[config.mk]
export PLATFORM = sky130hd
export DESIGN_NAME = bskv_key
export DESIGN_NICKNAME = d
export VERILOG_FILES = /design/src/rtl/assert_macros.svh /design/src/rtl/bskv_pkg.sv /design/src/rtl/bskv_key.sv
export SDC_FILE = /design/constraint.sdc
export NUM_CORES = 1
export LEC_CHECK = 0
export ABC_AREA = 1
export BUFFER_PORTS_ARGS = -buffer_cell sky130_fd_sc_hd__buf_2
export CORE_UTILIZATION = 40
export DETAILED_ROUTE_END_ITERATION = 7
export HOLD_SLACK_MARGIN = 0.03
export SLEW_MARGIN = 20
export SYNTH_ARGS = -nofsm -noshare
export SYNTH_HDL_FRONTEND = slang
export SYNTH_SLANG_ARGS = --single-unit
export TNS_END_PERCENT = 10
[constraint.sdc]
create_clock -name clk -period 4.8 [get_ports clk]
set_input_delay 0.24 -clock clk [delete_from_list [all_inputs] [get_ports clk]]
set_output_delay 0.24 -clock clk [all_outputs]
set_load 0.01 [all_outputs]
[src/rtl/assert_macros.svh]
// Assertion macros for the RTL files that check themselves; only the engine top level includes them.
`ifndef ASSERT_MACROS_SVH
`define ASSERT_MACROS_SVH

// Checked at every rising clk edge, muted while rst_n is low.
`define BSKV_ASSERT(lbl, prop, msg) \
  lbl: assert property (@(posedge clk) disable iff (!rst_n) prop) else $error(msg);

// Checked at every rising clk edge, reset included.
`define BSKV_ASSERT_ALWAYS(lbl, prop, msg) \
  lbl: assert property (@(posedge clk) prop) else $error(msg);

`endif

[src/rtl/bskv_pkg.sv]
// Package: command and status codes, key info struct, shared constants.
package bskv_pkg;

  localparam int KEY_LEN_W = 7;  // holds a key length up to 127

  typedef logic [2:0] cmd_t;
  localparam cmd_t CMD_WRITE  = 3'd0;
  localparam cmd_t CMD_READ   = 3'd1;
  localparam cmd_t CMD_KEY    = 3'd2;
  localparam cmd_t CMD_LOOKUP = 3'd3;
  localparam cmd_t CMD_ERASE  = 3'd4;
  localparam cmd_t CMD_HOLE   = 3'd5;

  typedef logic [1:0] status_t;
  localparam status_t ST_OK        = 2'd0;
  localparam status_t ST_NOT_FOUND = 2'd1;
  localparam status_t ST_NO_SPACE  = 2'd2;
  localparam status_t ST_TOO_LONG  = 2'd3;

  localparam logic REG_REGION_START = 1'b0;
  localparam logic REG_REGION_END   = 1'b1;

  localparam logic [7:0] ERASED      = 8'hFF;
  localparam int         ENTRY_GUARD = 4;

  typedef struct packed {
    logic                 overflow;
    logic [KEY_LEN_W-1:0] eff;  // length up to the first zero character
  } key_info_t;

endpackage

[src/rtl/bskv_key.sv]
// Key buffer: loads key characters and tracks length, overflow and zero cut.
module bskv_key #(
  parameter int KEY_MAX = 16,
  localparam int KIW = (KEY_MAX > 1) ? $clog2(KEY_MAX) : 1
) (
  input  logic                 clk,
  input  logic                 rst_n,
  input  logic                 load,
  input  logic [7:0]           data,
  input  logic                 last,
  input  logic [KIW-1:0]       rd_idx,
  output logic [7:0]           rd_char,
  output bskv_pkg::key_info_t  info
);
  import bskv_pkg::*;

  localparam int LW = $clog2(KEY_MAX + 1);

  logic [7:0]           chars_r [KEY_MAX];
  logic [LW-1:0]        len_r, len_base;
  logic [KEY_LEN_W-1:0] eff_r, eff_base;
  logic                 zero_r, zero_base;
  logic                 ovf_r, ovf_base;
  logic                 complete_r;

  // a byte after a finished key starts a new one
  assign len_base  = complete_r ? '0 : len_r;
  assign eff_base  = complete_r ? '0 : eff_r;
  assign zero_base = complete_r ? 1'b0 : zero_r;
  assign ovf_base  = complete_r ? 1'b0 : ovf_r;

  always_ff @(posedge clk) begin
    if (!rst_n) begin
      len_r      <= '0;
      eff_r      <= '0;
      zero_r     <= 1'b0;
      ovf_r      <= 1'b0;
      complete_r <= 1'b1;
    end else if (load) begin
      len_r      <= len_base;
      eff_r      <= eff_base;
      zero_r     <= zero_base;
      ovf_r      <= ovf_base;
      complete_r <= last;
      if (len_base < LW'(KEY_MAX)) begin
        len_r <= len_base + 1'b1;
        if (!zero_base) begin
          if (data == 8'h00) begin
            zero_r <= 1'b1;
          end else begin
            eff_r <= eff_base + 1'b1;
          end
        end
      end else begin
        ovf_r <= 1'b1;
      end
    end
  end

  always_ff @(posedge clk) begin
    if (load && len_base < LW'(KEY_MAX)) begin
      chars_r[len_base[KIW-1:0]] <= data;
    end
  end

  assign rd_char       = chars_r[rd_idx];
  assign info.overflow = ovf_r;
  assign info.eff      = eff_r;

endmodule

**Word level (Yosys, flattened, before mapping)**

Memory sizes are Yosys's and may differ from the RTL's.
Index checks and enable logic that the tools add are counted.

- Bits in registers: 15
- Bits in writable memories: 128
- Output and inout bits: 16
- Word-level logic and storage cells: 27
- Memories kept: 1

Memory list:

| name | words | bits a word | rd ports | clocked after memory_dff | wr ports | line | text |
|---|---|---|---|---|---|---|---|
| chars_r | 16 | 8 | 1 | 0 | 1 | bskv_key.sv:19 | `logic [7:0] chars_r [KEY_MAX];` |

- Add/sub/neg operators: 2
- Order comparisons: 1
- Equal/unequal tests: 1
- Mux-type cells: 14
- Reduce and logical (&&, ||, !) cells: 3

Operators with widths:

| kind | count |
|---|---|
| $mux 7 | 4 |
| $mux 5 | 2 |
| $logic_not 8->1 | 1 |
| $mux 1 | 8 |
| $add 7x1->7 const B | 1 |
| $add 5x1->5 const B | 1 |
| $lt 5x5->1 const B | 1 |
| $ne 2x2->1 const B | 1 |
| $reduce_and 2->1 | 1 |
| $logic_and 1x1->1 | 1 |

**Longest topological paths before layout**

- Depth in word-level cells: 5
- Mapped depth: 10
- Mapped depth without buffers: 10

**Worst setup path after synthesis**

No wires, ideal clock.

- Kind: register -> register
- From: register complete_r
- To: memory chars_r[3][0] (enable)
- Library setup time: 0.370 ns
- Data arrival time: 1.269 ns
- Required time: 4.430 ns
- Path slack: 3.161 ns
- Cell stages (with the launch flop): 7
- Clock period less this slack: 1.639 ns
- Path through: dfxtp_1 inv_4 nand2_1 inv_1 ha_1 nand2_2 nor2_1

- Cells in the longest elaborated chain, start to end: 5

Ends and longest elaborated chain:

| item | line | text |
|---|---|---|
| start: declaration | bskv_key.sv:24 | `logic complete_r;` |
| start signal: assignment | bskv_key.sv:44 | `complete_r <= last;` |
| $mux 5 (*) | bskv_key.sv:27 | `assign len_base = complete_r ? '0 : len_r;` |
| $lt 5x5->1 | bskv_key.sv:61 | `if (load && len_base < LW'(KEY_MAX)) begin` |
| $logic_and 1x1->1 | bskv_key.sv:61 |  |
| $mux 1 | bskv_key.sv:61 |  |
| $mux 1 (implied by the code) | bskv_key.sv:62 | `chars_r[len_base[KIW-1:0]] <= data;` |
| end: declaration | bskv_key.sv:19 |  |

Mark *: on every way between the ends. The rest lies on a longest branch, timed or not.

**Worst setup path in the final report**

- From: input port rd_idx[1]
- To: output port rd_char[5]

- Cells in the longest elaborated chain, start to end: 1

Ends and longest elaborated chain:

| item | line | text |
|---|---|---|
| start: declaration | bskv_key.sv:11 | `input logic [KIW-1:0] rd_idx,` |
| $mem_v2 16x8 | -- |  |
| end: declaration | bskv_key.sv:12 | `output logic [7:0] rd_char,` |

Every way passes these cells.

==> results.py <==
metrics = {
    "final_layout": {
        "design_area_mm2": 0.00690,
        "fin_util_pct": 47.3,
        "drive_gt1_share_pct": 13.3,
        "layout.nets": 574,
        "synthToLayoutAreaGrowth_pct": 14.5,
        "regArea_mm2": 0.00414,
        "multi_input_area_mm2": 0.00161,
        "nFillCells": 1263,
        "n_antenna_cell": 0,
    },
    "global_routing": {
        "grt-busiest-layer": "met2",
        "grt_pass1_vias": 3741,
        "grt_overflow": 0,
        "use_met2_pct": 27.1,
        "grt_max_degree": 65,
        "gr-usage-met1_pct": 25.7,
        "grtUsageMet3_pct": 4.85,
        "antenna_found_initial": 0,
        "grtUsageTotal_pct": 18.2,
        "grt_pass1_wl_um": 21200,
    },
    "yosys": {
        "synth-seq-cells": 143,
        "synth_compound_area_share_pct": 11.5,
        "synth_fp_nets": 549,
        "async_reset_ff_share_pct": 0,
        "synth_top_area_share_pct": 63.8,
        "ys_types": 34,
        "synth_area_per_cell_um2": 11.4,
        "synth.most_common_cell": "nor2_1",
        "synth_seq_area_share_pct": 68.8,
        "synth.area.mux_share_pct": 0,
        "synth-edff-count": 128,
        "synthSimpleGateAreaFrac_pct": 14.1,
        "yosys_warnings": 0,
        "synth_xor_area_share_pct": 0,
        "synth_top_family_by_area": "simple AND/OR/NAND/NOR gates",
        "synthFlopType": "edfxtp_1",
        "synth_common_cells": "130 x nor2_1, 128 x edfxtp_1, 70 x o21ai_0, 36 x nand2_1, 32 x o211ai_1",
        "netlist_instances": 528,
        "synthTopCellsByArea": "edfxtp_1 64%, nor2_1 8.1%, o21ai_0 5.8%, dfxtp_1 5.0%, o211ai_1 4.0%",
        "synth_fa_ha_area_share_pct": 1.04,
        "syn-cell-area_mm2": 0.00602,
        "yosysTopAreaCell": "edfxtp_1",
    },
    "power": {
        "leakage_nw": 2.40,
        "powerDensity_mw_per_mm2": 423,
        "max-vdd-ir-drop_mv": 0.241,
    },
    "clock_tree": {
        "cts.reportedPaths.clkPinSlew_ns": 0.06,
        "cts_hold_buf": 0,
        "cts_tree": "yes",
        "worstSkewPairLatency_ns": 0.42,
        "post_cts_buffers": 0,
        "cts_inserted_buffers": 17,
        "cts_buffer_depth": 2,
        "cts_htree_levels": 4,
        "clock_sinks": 143,
        "cts_resized": 0,
        "cts_root_buffer": "clkbuf_16",
    },
    "worst_hold_path": {
        "hp-class": "primary input to flop",
        "hold_start": "last",
    },
    "sta": {
        "finalCritPeriodShare_pct": 47.8,
        "period_needed_ns": 2.30,
        "setup-tns-final_ns": 0,
        "slew_viol_final": 0,
        "worst_slew_pin_slew_ns": 1.09,
        "finalHoldViolations": 0,
        "timing.fmax_mhz": 436,
        "setup_viol": 0,
        "rsz0062_at_grt": "no",
        "clock_skew_ns": 0.00589,
        "slew_headroom_pct": 27.5,
    },
    "worst_setup_path": {
        "path_class": "primary input to output pin",
        "end_kind": "output pin",
        "crit_fanout": 64,
        "critPathRequiredTime_ns": 4.56,
        "r2r-start": "complete_r",
        "cp.arrival_ns": 2.06,
        "startpoint": "rd_idx[1]",
        "start_kind": "primary input",
    },
    "drt": {
        "avgViaCountPerCell": 5.38,
        "wirelength_um": 13500,
        "drt_iter0_drc": 544,
        "wl_per_cell_um": 18.1,
        "vias": 4032,
        "final_antenna_net_count": 0,
        "firstDrtPassIters": 5,
        "drc_errors": 0,
    },
    "flow_run": {
        "max_cap_viol_count": 0,
    },
    "placement": {
        "io_buffers": 31,
        "gp_congestion": 0.816,
        "dp_hpwl_um": 8500,
        "place_area_mm2": 0.00627,
    },
    "die": {
        "rows": 44,
        "core_mm2": 0.0146,
        "start_util_pct": 41.3,
        "die_h_um": 125,
        "die-area_mm2": 0.0156,
        "ios": 32,
        "fp.dieW_um": 125,
    },
    "run_status": {
        "status": "complete, no violations",
    },
}
metal layers:
layer | vias to the layer above | part of all wire, %
met3 | 16 | 7.6
met5 | - | 0
met4 | 0 | 1.3
met2 | 160 | 46
li1 | 1921 | -
met1 | 1935 | 45
power breakdown:
group          leakage [nW]  internal (mW)  switching, mW
combinational         0.826         0.0426          0.113
sequential             1.28           1.37        0.00551
clock                 0.295          0.908          0.481
flip-flops by register name, indices dropped and copies added (netlist names):
signal	cells
zero_r	1
complete_r	1
len_r	5
chars_r	128
ovf_r	1
eff_r	7
final timing paths:
path	to	depth (start not counted)	slack [ns]
worst min register to register	len_r[1]	2	0.46
worst max register to register	chars_r[11][1]	6	2.63
worst max-delay path	rd_char[5]	6	2.50
worst min-delay path	complete_r	3	0.05
kinds of logic after synthesis:
group	after synthesis
adder cells (fa/ha/maj)	5
AND/OR/NAND/NOR	202
buffers and inverters	59
AO/OA/AOI/OAI	119
flip-flops	143
stage by stage:
stage | hold WS, ns | power, mW | setup slack (ns) | std cells
CTS | 0.0425 | 2.93 | 2.56 | 749
finish | 0.0550 | 2.92 | 2.50 | 749
global placement | 0.446 | 1.55 | 2.64 | 718
detailed placement | 0.453 | 1.55 | 2.59 | 718
global route | 0.0753 | 3.00 | 2.34 | 749
floorplan | 0.339 | 1.49 | 3.16 | 528
cells in the final DEF, fill, tap and decap left out, drive strengths merged:
master,count
dfxtp,15
nor3b,2
o21bai,1
o32ai,1
nand3,21
o21ai,74
nand2,40
a211oi,1
clkbuf,17
o211ai,32
o22ai,2
ha,5
nand3b,1
nor3,3
bufinv,5
a21oi,8
clkinvlp,3
inv,33
nand4,3
clkinv,6
buf,32
nor2,132
edfxtp,128
cell type report:
| cell class | count | area share [%] |
|---|---|---|
| flip-flops and latches | 143 | 60.1 |
| multi-input cells | 326 | 23.3 |
| clock buffers | 17 | 6.17 |
| well taps | 184 | 3.34 |
| clock inverters | 14 | 2.87 |
| repair buffers | 32 | 2.36 |
| inverters | 33 | 1.87 |
critical path: stages:
cell and delay [ns]:
buf_2 0.78, o21ai_0 0.25, o211ai_1 0.37, nand3_1 0.14, nand2_1 0.10, buf_2 0.13
(Power assumes the default switching activity.)
