<file path="src/rtl/assert_macros.svh">
// Assertion macros for the RTL files that check themselves; only the engine top level includes them.
`ifndef ASSERT_MACROS_SVH
`define ASSERT_MACROS_SVH

// Checked at every rising clk edge, muted while rst_n is low.
`define BSKV_ASSERT(lbl, prop, msg) \
  lbl: assert property (@(posedge clk) disable iff (!rst_n) prop) else $error(msg);

// Checked at every rising clk edge, reset included.
`define BSKV_ASSERT_ALWAYS(lbl, prop, msg) \
  lbl: assert property (@(posedge clk) prop) else $error(msg);

`endif

</file>
<file path="src/rtl/bskv_pkg.sv">
// Package: command and status codes, key info struct, shared constants.
package bskv_pkg;

  localparam int KEY_LEN_W = 7;  // holds a key length up to 127

  typedef logic [2:0] cmd_t;
  localparam cmd_t CMD_WRITE  = 3'd0;
  localparam cmd_t CMD_READ   = 3'd1;
  localparam cmd_t CMD_KEY    = 3'd2;
  localparam cmd_t CMD_LOOKUP = 3'd3;
  localparam cmd_t CMD_ERASE  = 3'd4;
  localparam cmd_t CMD_HOLE   = 3'd5;

  typedef logic [1:0] status_t;
  localparam status_t ST_OK        = 2'd0;
  localparam status_t ST_NOT_FOUND = 2'd1;
  localparam status_t ST_NO_SPACE  = 2'd2;
  localparam status_t ST_TOO_LONG  = 2'd3;

  localparam logic REG_REGION_START = 1'b0;
  localparam logic REG_REGION_END   = 1'b1;

  localparam logic [7:0] ERASED      = 8'hFF;
  localparam int         ENTRY_GUARD = 4;

  typedef struct packed {
    logic                 overflow;
    logic [KEY_LEN_W-1:0] eff;  // length up to the first zero character
  } key_info_t;

endpackage

</file>
<file path="src/rtl/bskv_cfg.sv">
// Region registers behind the APB-style configuration port.
module bskv_cfg (
  input  logic        clk,
  input  logic        rst_n,
  input  logic        psel,
  input  logic        penable,
  input  logic        pwrite,
  input  logic [2:0]  paddr,
  input  logic [31:0] pwdata,
  output logic [31:0] prdata,
  output logic [9:0]  region_start,
  output logic [10:0] region_end
);
  import bskv_pkg::*;

  logic [9:0]  start_r;
  logic [10:0] end_r;

  always_ff @(posedge clk) begin
    if (!rst_n) begin
      start_r <= '0;
      end_r   <= 11'd1024;
    end else if (psel && penable && pwrite) begin
      unique case (paddr[2])
        REG_REGION_START: start_r <= pwdata[9:0];
        REG_REGION_END:   end_r   <= pwdata[10:0];
        default: ;
      endcase
    end
  end

  always_comb begin
    unique case (paddr[2])
      REG_REGION_START: prdata = {22'd0, start_r};
      REG_REGION_END:   prdata = {21'd0, end_r};
      default:          prdata = '0;
    endcase
  end

  assign region_start = start_r;
  assign region_end   = end_r;

endmodule

</file>
<file path="config.mk">
export PLATFORM = sky130hd
export DESIGN_NAME = bskv_cfg
export DESIGN_NICKNAME = d
export VERILOG_FILES = /design/src/rtl/assert_macros.svh /design/src/rtl/bskv_pkg.sv /design/src/rtl/bskv_cfg.sv
export SDC_FILE = /design/constraint.sdc
export NUM_CORES = 1
export LEC_CHECK = 0
export BUFFER_PORTS_ARGS = -buffer_cell sky130_fd_sc_hd__buf_2
export CAP_MARGIN = 20
export CORE_MARGIN = 2
export CORE_UTILIZATION = 37
export CTS_BUF_LIST = sky130_fd_sc_hd__clkbuf_16
export DETAILED_ROUTE_END_ITERATION = 8
export GPL_TIMING_DRIVEN = 0
export PLACE_DENSITY = 0.9
export SETUP_SLACK_MARGIN = 0.3
export SKIP_CTS_REPAIR_TIMING = 1
export SYNTH_ARGS = -nofsm -noshare
export SYNTH_HDL_FRONTEND = slang
export SYNTH_SLANG_ARGS = --single-unit
</file>
<file path="constraint.sdc">
create_clock -name clk -period 0.91 [get_ports clk]
set_input_delay 0.182 -clock clk [delete_from_list [all_inputs] [get_ports clk]]
set_output_delay 0.182 -clock clk [all_outputs]
set_load 0.03 [all_outputs]
</file>
# --- Word level (Yosys, flattened, before mapping) ---
# Cells that the tools add are included.
word_totals:
  register_bits: 21
  inputBits: 40
  elab_cells: 8
op_classes:
  muxes: 1
  bitwise_logic: 1
  reduce_logical: 4
op_table:
  columns: ["operator", "n"]
  rows:
  - ["$pmux 32 s2", 1]
  - ["$reduce_and 2->1", 2]
  - ["$logic_and 1x1->1", 2]
  - ["$not 1->1", 1]

# --- Depth between registers and ports, before layout ---
logic_depth:
  depth_word: 3
  depth_mapped: 3

# --- Worst setup path before layout ---
# No wires, ideal clock.
synth_timing:
  kind: "register to output"
  from: "register end_r[10] (netlist: region_end[10])"
  to: "output prdata[10]"
  arrival_time_ps: 845
  required_ps: 728
  path_slack_ps: -117
  stages_incl_launch_ff: 2
  path_buffers: 0
  cell_sequence: "dfxtp_1 > and2_1"
synth_between:
  elab_chain_len: 1
synth_lines:
  columns: ["element", "line_no", "source"]
  rows:
  - ["start, declared", "bskv_cfg.sv:17", "logic [10:0] end_r;"]
  - ["start signal, assigned", "bskv_cfg.sv:26", "REG_REGION_END: end_r <= pwdata[10:0];"]
  - ["$pmux 32 s2", "bskv_cfg.sv:33", "unique case (paddr[2])"]
  - ["end, declared", "bskv_cfg.sv:10", "output logic [31:0] prdata,"]
# No other way between the ends. The select of a mux whose other input is x is not followed.

# --- Worst setup path in the final report ---
layout_timing:
  from: "register start_r[1] (netlist: region_start[1])"
  to: "output prdata[1]"
layout_between:
  elab_chain_len: 1
layout_lines:
  columns: ["element", "line_no", "source"]
  rows:
  - ["start, declared", "bskv_cfg.sv:16", "logic [9:0] start_r;"]
  - ["start signal, assigned", "bskv_cfg.sv:25", "REG_REGION_START: start_r <= pwdata[9:0];"]
  - ["$pmux 32 s2", "bskv_cfg.sv:33", null]
# No other way between the ends. The select of a mux whose other input is x is not followed.

==> results <==
- The gate count of the mapped netlist is 115.
- The area of all sequential standard cells is 474 sq um.
- The global routing usage summed across all routing layers is 14.6%.
- The analysis attributes to cell leakage a power of 0.00106 uW.
- The run finished, with violations left.
- The worst hold-check path type is in2reg.
- The kind of cell with the highest combined delay along the critical path is flip-flops.
- For this configuration, the core starts out at a cell density of 39.3%.
- Max-cap violations in this run came to 0.
- The critical path's largest stage delay is 0.34 ns.
- The worst register-to-register path begins at region_start[8]$_SDFFE_PN0P_.
- The remaining global-route overflow is 0.
- The data arrival time of the critical path is 1.01 ns.
- The placer congestion estimate is 0.676.
- Clock-pin slew was measured on the worst setup and hold paths at 0.06 ns.
- The first-iteration detailed-routing DRC count is 27.
- In this run the remaining antenna-violating nets after routing total 0.
- The post-synthesis cell type with the largest combined area is sky130_fd_sc_hd__dfxtp_1.
- After detailed routing, the total wire length is 3.09 mm.
- The cell count of the worst reg-to-reg path is 2.
- Static timing analysis puts the maximum clock frequency at 838 MHz.
- Of all nets on the critical path, the largest fanout is 3.
- The initial antenna violation count is 0.
- After detailed routing, the number of remaining DRC violations is 0.
- In this run the worst setup path terminates at prdata[1].
- The power density relative to cell area is 1240 nW/um^2.
- The first detailed-routing pass ran for 4 iterations.
- The maximum resistive drop on vdd is 1130 uV.
- The number of logic stages on the critical path including buffering is 2.
- The boundary pin count is 93.
- Setup violations remaining at the end of the flow were counted as 23.
- Port buffering added 48 buffers.
- The detailed placer's ending HPWL is 1.82 mm.
- The clock drives 21 sinks.
- The number of antenna diodes in the final layout is 0.
- The net total in the final layout is 234.
- Counting both buffers and inverters, the worst setup path holds a total of 1.
- Synthesis inferred 21 register bits.
- The multi-input combinational cells in the finished layout cover a total of 591 sq um.
- For this run, the number of Yosys warnings is 0.
- In this run the worst setup path begins at region_start[1]$_SDFFE_PN0P_.
- The via count of the first global-routing pass was 858.
- The area of the mapped netlist is 1080 sq um.
- The CTS buffer count is 3.
- Setup repair after global routing could not meet its margin everywhere.
- The worst setup path is launched from a flop.
- Subtracting the final worst setup slack from the clock period gives 1.19 ns.
- The largest individual stage delay along the critical path comes from the cell sky130_fd_sc_hd__dfxtp_4.
- The number of hold violations in the final report came to 0.
- The latest clock arrival within the worst-skew pair is 0.25 ns.
- The floorplan step defined a die boundary enclosing 3380 sq um.
- The top-area cell type share of the netlist area is 38.8%.
- The layout overhead on the synthesized area is 76.3%.
- After synthesis, the cell types taking the most area are sky130_fd_sc_hd__dfxtp_1 (39%), sky130_fd_sc_hd__mux2i_1 (19%), sky130_fd_sc_hd__buf_4 (16%).
- The final setup slack of the worst path is -0.283 ns.
- In this run the register-to-register setup slack is 0.20 ns.
- The post-route worst hold slack is 0.186 ns.
- The filler cells instantiated in the layout total 194.
- The kind of critical path is reg2out.
- The count of unique library cells instantiated by Yosys is 13.
- The final critical path takes up 131% of the cycle.
- In this run the number of H-tree levels came out at 1.
- The die is 58.1 microns wide.
- TritonCTS built the clock tree.
- Measured on the finished design, the core utilization comes to 69.3%.
- In the routed layout, each cell is associated on average with a via count of 4.53.
- The signal on the critical path passes through mux2_4 -> buf_6.
- At the worst endpoint, the required time is 0.73 ns.
- The first global-routing pass estimated 3.71 mm of wire.
- Averaged over all synthesized cells, the footprint is 9.42 sq um.
- The share of the Yosys chip area taken by registers is 38.8%.
- The max-slew violation count is 0.
- The routed via count is 1015.
- The maximum clock path buffer count is 2.
- Of the cells placed in the final design, the portion with a size suffix greater than 1 is 60.6%.
- The worst clock skew is 0 ns.
- The final reports fail on setup timing.
- The area of the core region is 2760 sq um.
- In this run the core area contains 19 standard-cell rows.
- The average wire per standard cell is 13.8 microns.
- Entering global routing, the biggest net connects 12 pins.
- The capturing point of the worst reg2reg path is region_start[8]$_SDFFE_PN0P_.
- Clock tree synthesis selected as its root buffer the cell sky130_fd_sc_hd__clkbuf_16.
- Before CTS, the worst setup slack after placement is -0.267 ns.
- The category of the worst setup path capture point is an output port.
- The die is 58.1 microns tall.
## power breakdown
part	leakage, uW	internal [uW]	switching, uW
Sequential	0.000183	917	18.8
Clock	0.0000423	585	317
Combinational	0.000839	233	306
Total	0.00106	1730	642
## layout make-up
| cell class | count | area share, % |
|---|---|---|
| flip-flops and latches | 21 | 24.8 |
| well taps | 31 | 2.03 |
| clock inverters | 1 | 0.196 |
| clock buffers | 3 | 3.93 |
| repair buffers | 54 | 27.2 |
| multi-input cells | 87 | 30.9 |
| plain buffers | 27 | 10.9 |
## cells by family after synthesis
kind of cell           count (synthesis)  share of synthesized area (%)
multiplexers                          31                           29.8
flip-flops                            21                           38.8
AND/OR/NAND/NOR                       35                           13.5
other                                  1                          0.346
buffers and inverters                 27                           17.6
## per-layer routing
layer	wire, microns	part of all wire (%)	track usage [%]	vias to the layer above
met4	16	0.52	4.98	0
met3	226	7.3	4.91	2
met2	1670	54	26.8	45
met1	1170	38	15.4	471
met5	0	0	0	-
li1	-	-	-	497
## Yosys cell counts
master                     instances
sky130_fd_sc_hd__and2_1            1
sky130_fd_sc_hd__buf_1             1
sky130_fd_sc_hd__buf_2             2
sky130_fd_sc_hd__buf_4            23
sky130_fd_sc_hd__clkbuf_1          1
sky130_fd_sc_hd__conb_1            1
sky130_fd_sc_hd__dfxtp_1          21
sky130_fd_sc_hd__mux2_2           10
sky130_fd_sc_hd__mux2i_1          21
sky130_fd_sc_hd__nand2_1          30
sky130_fd_sc_hd__nand4_1           1
sky130_fd_sc_hd__nand4b_1          1
sky130_fd_sc_hd__nor2b_1           2
## worst min-delay path: stages
cell	delay, ns
sky130_fd_sc_hd__buf_2	0.10
sky130_fd_sc_hd__nand2_1	0.06
sky130_fd_sc_hd__mux2i_1	0.06
## registers in the layout, summed over array words and instances, names as in the netlist
register and cells:
region_end 11, region_start 10
## cells in the final DEF, fill, tap and decap left out
| master | synthesis | routed |
|---|---|---|
| sky130_fd_sc_hd__and2_4 | 0 | 1 |
| sky130_fd_sc_hd__buf_2 | 2 | 13 |
| sky130_fd_sc_hd__buf_4 | 23 | 24 |
| sky130_fd_sc_hd__buf_6 | 0 | 40 |
| sky130_fd_sc_hd__buf_8 | 0 | 1 |
| sky130_fd_sc_hd__clkbuf_16 | 0 | 3 |
| sky130_fd_sc_hd__clkbuf_2 | 0 | 2 |
| sky130_fd_sc_hd__clkbuf_4 | 0 | 1 |
| sky130_fd_sc_hd__conb_1 | 1 | 21 |
| sky130_fd_sc_hd__dfxtp_2 | 0 | 10 |
| sky130_fd_sc_hd__dfxtp_4 | 0 | 11 |
| sky130_fd_sc_hd__inv_1 | 0 | 1 |
| sky130_fd_sc_hd__mux2_4 | 0 | 10 |
| sky130_fd_sc_hd__mux2i_1 | 21 | 21 |
| sky130_fd_sc_hd__nand2_1 | 30 | 30 |
| sky130_fd_sc_hd__nand4_1 | 1 | 1 |
| sky130_fd_sc_hd__nand4b_1 | 1 | 1 |
| sky130_fd_sc_hd__nor2b_1 | 2 | 1 |
| sky130_fd_sc_hd__nor2b_2 | 0 | 1 |
## per-stage QoR
stage	area, sq um	instances	total power [uW]	setup TNS, ns
4_1_cts	1620	218	2290	-4.19
5_1_grt	1910	224	2460	-3.83
2_1_floorplan	1260	135	1310	0
6_report	1910	224	2380	-3.28
3_5_place_dp	1540	214	1410	-4.55
3_3_place_gp	1540	214	1400	-3.49
## worst min path at each step
stage	slack [ns]	cells past startpoint	startpoint	end
3_3_place_gp	0.44	3	pwdata[10]	region_end[10]$_SDFFE_PN1P_
3_5_place_dp	0.43	3	pwdata[10]	region_end[10]$_SDFFE_PN1P_
6_report	0.19	3	pwdata[2]	region_start[2]$_SDFFE_PN0P_
5_1_grt	0.20	3	pwdata[5]	region_end[5]$_SDFFE_PN0P_
2_1_floorplan	0.33	2	pwdata[0]	region_start[0]$_SDFFE_PN0P_
4_1_cts	0.18	3	pwdata[10]	region_end[10]$_SDFFE_PN1P_
Power figures use the tool's default switching activity.
